<file path="config.mk">
export PLATFORM = sky130hd
export DESIGN_NAME = hns_queue
export DESIGN_NICKNAME = d
export VERILOG_FILES = /design/src/sv/hns_pkg.sv /design/src/sv/hns_queue.sv
export SDC_FILE = /design/constraint.sdc
export NUM_CORES = 1
export LEC_CHECK = 0
export ABC_AREA = 1
export BUFFER_PORTS_ARGS = -buffer_cell sky130_fd_sc_hd__buf_2
export CORE_ASPECT_RATIO = 0.8
export CORE_MARGIN = 2
export CORE_UTILIZATION = 55
export DETAILED_ROUTE_END_ITERATION = 8
export GPL_ROUTABILITY_DRIVEN = 1
export PLACE_DENSITY_LB_ADDON = 0.1
export SLEW_MARGIN = 20
export SYNTH_ARGS = -nofsm -noshare
export SYNTH_HDL_FRONTEND = slang
export SYNTH_SLANG_ARGS = --single-unit
</file>
<file path="constraint.sdc">
create_clock -name clk -period 3.3 [get_ports clk]
set_input_delay 0.495 -clock clk [delete_from_list [all_inputs] [get_ports clk]]
set_output_delay 0.495 -clock clk [all_outputs]
set_load 0.01 [all_outputs]
</file>
<file path="src/sv/hns_pkg.sv">
// ----------------------------------------------------------------------------
// hns_pkg
// Shared widths, register codes and job/config types of the heightmap normal
// stencil core.
// ----------------------------------------------------------------------------
package hns_pkg;

	localparam int MAX_WIDTH   = 1024;
	localparam int MAX_HEIGHT  = 1024;
	localparam int COL_W       = $clog2(MAX_WIDTH);
	localparam int ROW_W       = $clog2(MAX_HEIGHT);
	localparam int DIM_W       = 11;
	localparam int H_W         = 16;
	localparam int SP_W        = 16;
	localparam int NRM_W       = 16;
	localparam int CFG_IDX_W   = 2;
	localparam int CFG_DATA_W  = 16;
	localparam int QUEUE_DEPTH = 4;
	localparam int OUT_FLD_W   = COL_W + ROW_W + 3 * NRM_W;
	localparam int OUT_TDATA_W = ((OUT_FLD_W + 7) / 8) * 8;

	localparam logic [NRM_W-1:0] ONE_Q14 = NRM_W'(16384);

	localparam logic [CFG_IDX_W-1:0] REG_GRID_WIDTH  = CFG_IDX_W'(0);
	localparam logic [CFG_IDX_W-1:0] REG_GRID_HEIGHT = CFG_IDX_W'(1);
	localparam logic [CFG_IDX_W-1:0] REG_X_SPACING   = CFG_IDX_W'(2);
	localparam logic [CFG_IDX_W-1:0] REG_Z_SPACING   = CFG_IDX_W'(3);

	// clamped grid size and spacings
	typedef struct packed {
		logic [DIM_W-1:0] width;
		logic [DIM_W-1:0] height;
		logic [SP_W-1:0]  x_spacing;
		logic [SP_W-1:0]  z_spacing;
	} hns_cfg_t;

	// one normal to compute: height differences along x and z, spacing doublers
	typedef struct packed {
		logic [COL_W-1:0]  col;
		logic [ROW_W-1:0]  row;
		logic signed [H_W:0] dx;
		logic signed [H_W:0] dz;
		logic              x_two;
		logic              z_two;
		logic              done;
		logic              last;
	} hns_job_t;

endpackage

</file>
<file path="src/sv/hns_queue.sv">
// ----------------------------------------------------------------------------
// hns_queue
// Short job queue between the stencil front and the normalizer.
// ----------------------------------------------------------------------------
module hns_queue import hns_pkg::*; (
	input  logic     clk,
	input  logic     arst_n,
	input  logic     push,
	input  hns_job_t push_job,
	output logic     full,
	input  logic     pop,
	output hns_job_t pop_job,
	output logic     empty
);

	localparam int PTR_W = $clog2(QUEUE_DEPTH);

	hns_job_t         mem_q [QUEUE_DEPTH];
	logic [PTR_W-1:0] wr_ptr_q, rd_ptr_q;
	logic [PTR_W:0]   count_q;

	assign full    = (count_q == (PTR_W + 1)'(QUEUE_DEPTH));
	assign empty   = (count_q == '0);
	assign pop_job = mem_q[rd_ptr_q];

	always_ff @(posedge clk or negedge arst_n) begin
		if (!arst_n) begin
			wr_ptr_q <= '0;
			rd_ptr_q <= '0;
			count_q  <= '0;
		end else begin
			if (push) begin
				wr_ptr_q <= (wr_ptr_q == PTR_W'(QUEUE_DEPTH - 1)) ? '0 : wr_ptr_q + PTR_W'(1);
			end
			if (pop) begin
				rd_ptr_q <= (rd_ptr_q == PTR_W'(QUEUE_DEPTH - 1)) ? '0 : rd_ptr_q + PTR_W'(1);
			end
			if (push && !pop) begin
				count_q <= count_q + (PTR_W + 1)'(1);
			end else if (pop && !push) begin
				count_q <= count_q - (PTR_W + 1)'(1);
			end
		end
	end

	always_ff @(posedge clk) begin
		if (push) begin
			mem_q[wr_ptr_q] <= push_job;
		end
	end

`ifndef SYNTH
	a_no_overflow: assert property (@(posedge clk) disable iff (!arst_n)
		push |-> (!full || pop))
		else $error("job queue overflow");
	a_no_underflow: assert property (@(posedge clk) disable iff (!arst_n)
		pop |-> !empty)
		else $error("job queue underflow");
`endif

endmodule

</file>
==> results.cfg <==
[status]
status = completed

[route]
viasPerCell = 5.166
vias = 5646
met3_length_microns = 1081
detail-route-antenna-nets = 0
totalWireLength_microns = 17710
drt-initial-drc-count = 304
post_drt_wl_per_cell_microns = 16.20
drc_errors = 0
met1_length_microns = 7905
wl_met2_microns = 8418
dr.pass1.iters = 6
highest_layer = met5

[setup_path]
reg2reg_slack_ns = 1.50
crit-reg2reg-launch = wr_ptr_q[0]
path_max_fanout = 76
cp-start-kind = flop
cp_data_arrival_time_ns = 2.18
cp-startpoint = rd_ptr_q[0]
required_ns = 2.80
r2r-end = mem_q[3][41]
critical_path_class = flop to primary output
crit_path_end = pop_job[44]
r2r_cells = 4
cp-end-kind = primary output

[power_and_ir_drop]
total_power_mw = 9.453
power_density_nw_per_um2 = 846.3
p_leak_nw = 4.574
ir_drop_uv = 574.7

[min_path]
hp-class = input port to flop

[place]
globalplace.congestion = 0.7672
io_buffers = 121
dp_hpwl_microns = 10590
post-place-cells = 1050
dpl_cell_area_sq_um = 10430

[final_layout]
fin_cells = 1093
regArea_sq_um = 7143
final_layout_size_suffix_gt1_frac = 0.1995
layout.nets = 920
post-route-util = 0.6508
syn_to_final_growth_pct = 16.86
fill_cells = 1269
final_area_sq_um = 11170
multiInputGateArea_sq_um = 1733

[floorplanning]
rows = 43
die_w_microns = 151.4
start_util = 0.5569
design.core.area_sq_um = 17160
ios = 122
die_area_sq_um = 18460
die_y_microns = 121.9

[global_routing]
antenna_found_initial = 2
grt_pass1_vias = 5493
grt_max_degree = 77
grt_pass1_wl_microns = 27620
grtUsageTotal = 0.1958
gr-total-overflow = 0

[clock_tree]
clkLatencyLatePin_ns = 0.49
cts_made_buffers = 23
cts.path.max_buffers = 3
root_buffer = clkbuf_16
clkTransAtPathRegs_ns = 0.06
htreeDepth = 1
cts_tree = built
ctsResizeCount = 0
clock-sinks = 239

[timing]
fin_crit_sh = 0.8120
setup_viol = 0
fmax_mhz = 373.2
hold_viol = 0
tns_ns = 0
worst_pin_slew_ns = 0.7782
clock_skew_ns = 0.005210
slew_viol_final = 0
fin_crit_ns = 2.680
rsz0062_at_grt = false
max_slew_margin = 0.4812

[synthesis]
syn_inst = 729
yosys_register_bits = 239
syn-cell-area_sq_um = 9558
synthTopCellsByArea = edfxtp_1 73%, o211ai_1 9.1%, nand2_1 7.4%
synth_nets = 798
synth_top_area_cell = edfxtp_1
synth_warnings = 0
synthTopCellsByCount = 232 x edfxtp_1, 189 x nand2_1, 127 x inv_1, 116 x o211ai_1, 24 x buf_2
synth_top_area_share = 0.7289
async_flop_share = 0.02929
synthFlopType = edfxtp_1
synth_edf_count = 232
yosysMostFrequentCell = edfxtp_1
ys_seq_area_frac = 0.7472
yosysUniqueCellTypes = 19
avgSynthCellArea_sq_um = 13.11

[job]
drv_cap = 0
## cell usage in the layout (no fill, tap or decap)
cell type / n
fa_1: 1
clkbuf_1: 9
clkinv_2: 5
dlygate4sd3_1: 1
bufinv_16: 3
inv_2: 5
inv_1: 123
dfrtp_2: 1
clkbuf_16: 23
o21ai_1: 2
o211ai_1: 116
edfxtp_1: 232
ha_1: 6
diode_2: 1
o21ai_0: 2
clkinvlp_4: 1
nor2_1: 2
xnor2_1: 1
buf_2: 121
inv_6: 1
nand3_1: 1
buf_12: 6
nand2_1: 189
dfrtp_1: 6
buf_4: 7
nor3_1: 2
nand4_1: 1
## repair_timing
item / 4_1_cts / 5_1_grt
hold buffers: 1 / 0
setup buffers: 0 / 0
endpoints found under the hold margin: 7 / 0
## metrics by stage
stage	hold WS, ns	setup slack (ns)
after CTS	0.2014	0.5966
after detailed placement	0.3454	1.144
after global routing	0.1995	0.4540
final	0.2212	0.6203
after global placement	0.3429	1.202
after floorplan	0.1994	1.098
## how the worst min path moves through the flow
stage / end / cells past startpoint / start / slack [ns]
after floorplan: count_q[0] / 0 / arst_n / 0.20
after global placement: count_q[2] / 1 / arst_n / 0.34
after detailed placement: count_q[0] / 1 / arst_n / 0.35
after CTS: mem_q[3][14] / 1 / push_job[14] / 0.20
after global routing: mem_q[3][9] / 1 / push_job[9] / 0.20
final: mem_q[1][38] / 1 / push_job[38] / 0.22
## logic make-up after synthesis
kind of cell,synth area share
DFF,0.7472
xor gates and xnor gates,0.0009165
buffers and inverters,0.07148
adders and majority gates,0.009949
AOI/OAI and AO/OA,0.09321
and+or+nand+nor,0.07724
## sequential cells by signal, summed over array words and instances (netlist names)
signal,flops
mem_q,232
count_q,3
rd_ptr_q,2
wr_ptr_q,2
## worst max-delay path, stage by stage (launching register included)
cell,delay [ns]
dfrtp_1,0.43
inv_6,0.41
buf_4,0.38
nand2_1,0.10
o211ai_1,0.11
nand2_1,0.07
buf_2,0.14
## area by class of cell
cell class	instances	area share
Timing Repair Buffer	135	0.07057
Multi-Input combinational cell	323	0.1551
Inverter	129	0.04380
Clock inverter	9	0.01098
Antenna cell	1	0.0002240
Clock buffer	32	0.05455
Tap cell	225	0.02520
Sequential cell	239	0.6395
## power by group
group / total, mW / leakage [nW] / internal, mW / switching (mW)
logic: 2.90 / 2.00 / 0.990 / 1.91
registers: 4.03 / 2.21 / 3.89 / 0.136
clock network: 2.53 / 0.356 / 1.53 / 1.00
## routing by layer
layer / GRT usage / vias up
li1: - / 2778
met1: 0.2642 / 2716
met2: 0.3207 / 124
met3: 0.05056 / 26
met4: 0.05199 / 2
met5: 0 / -
No activity file was read; power rests on OpenSTA's default activity.
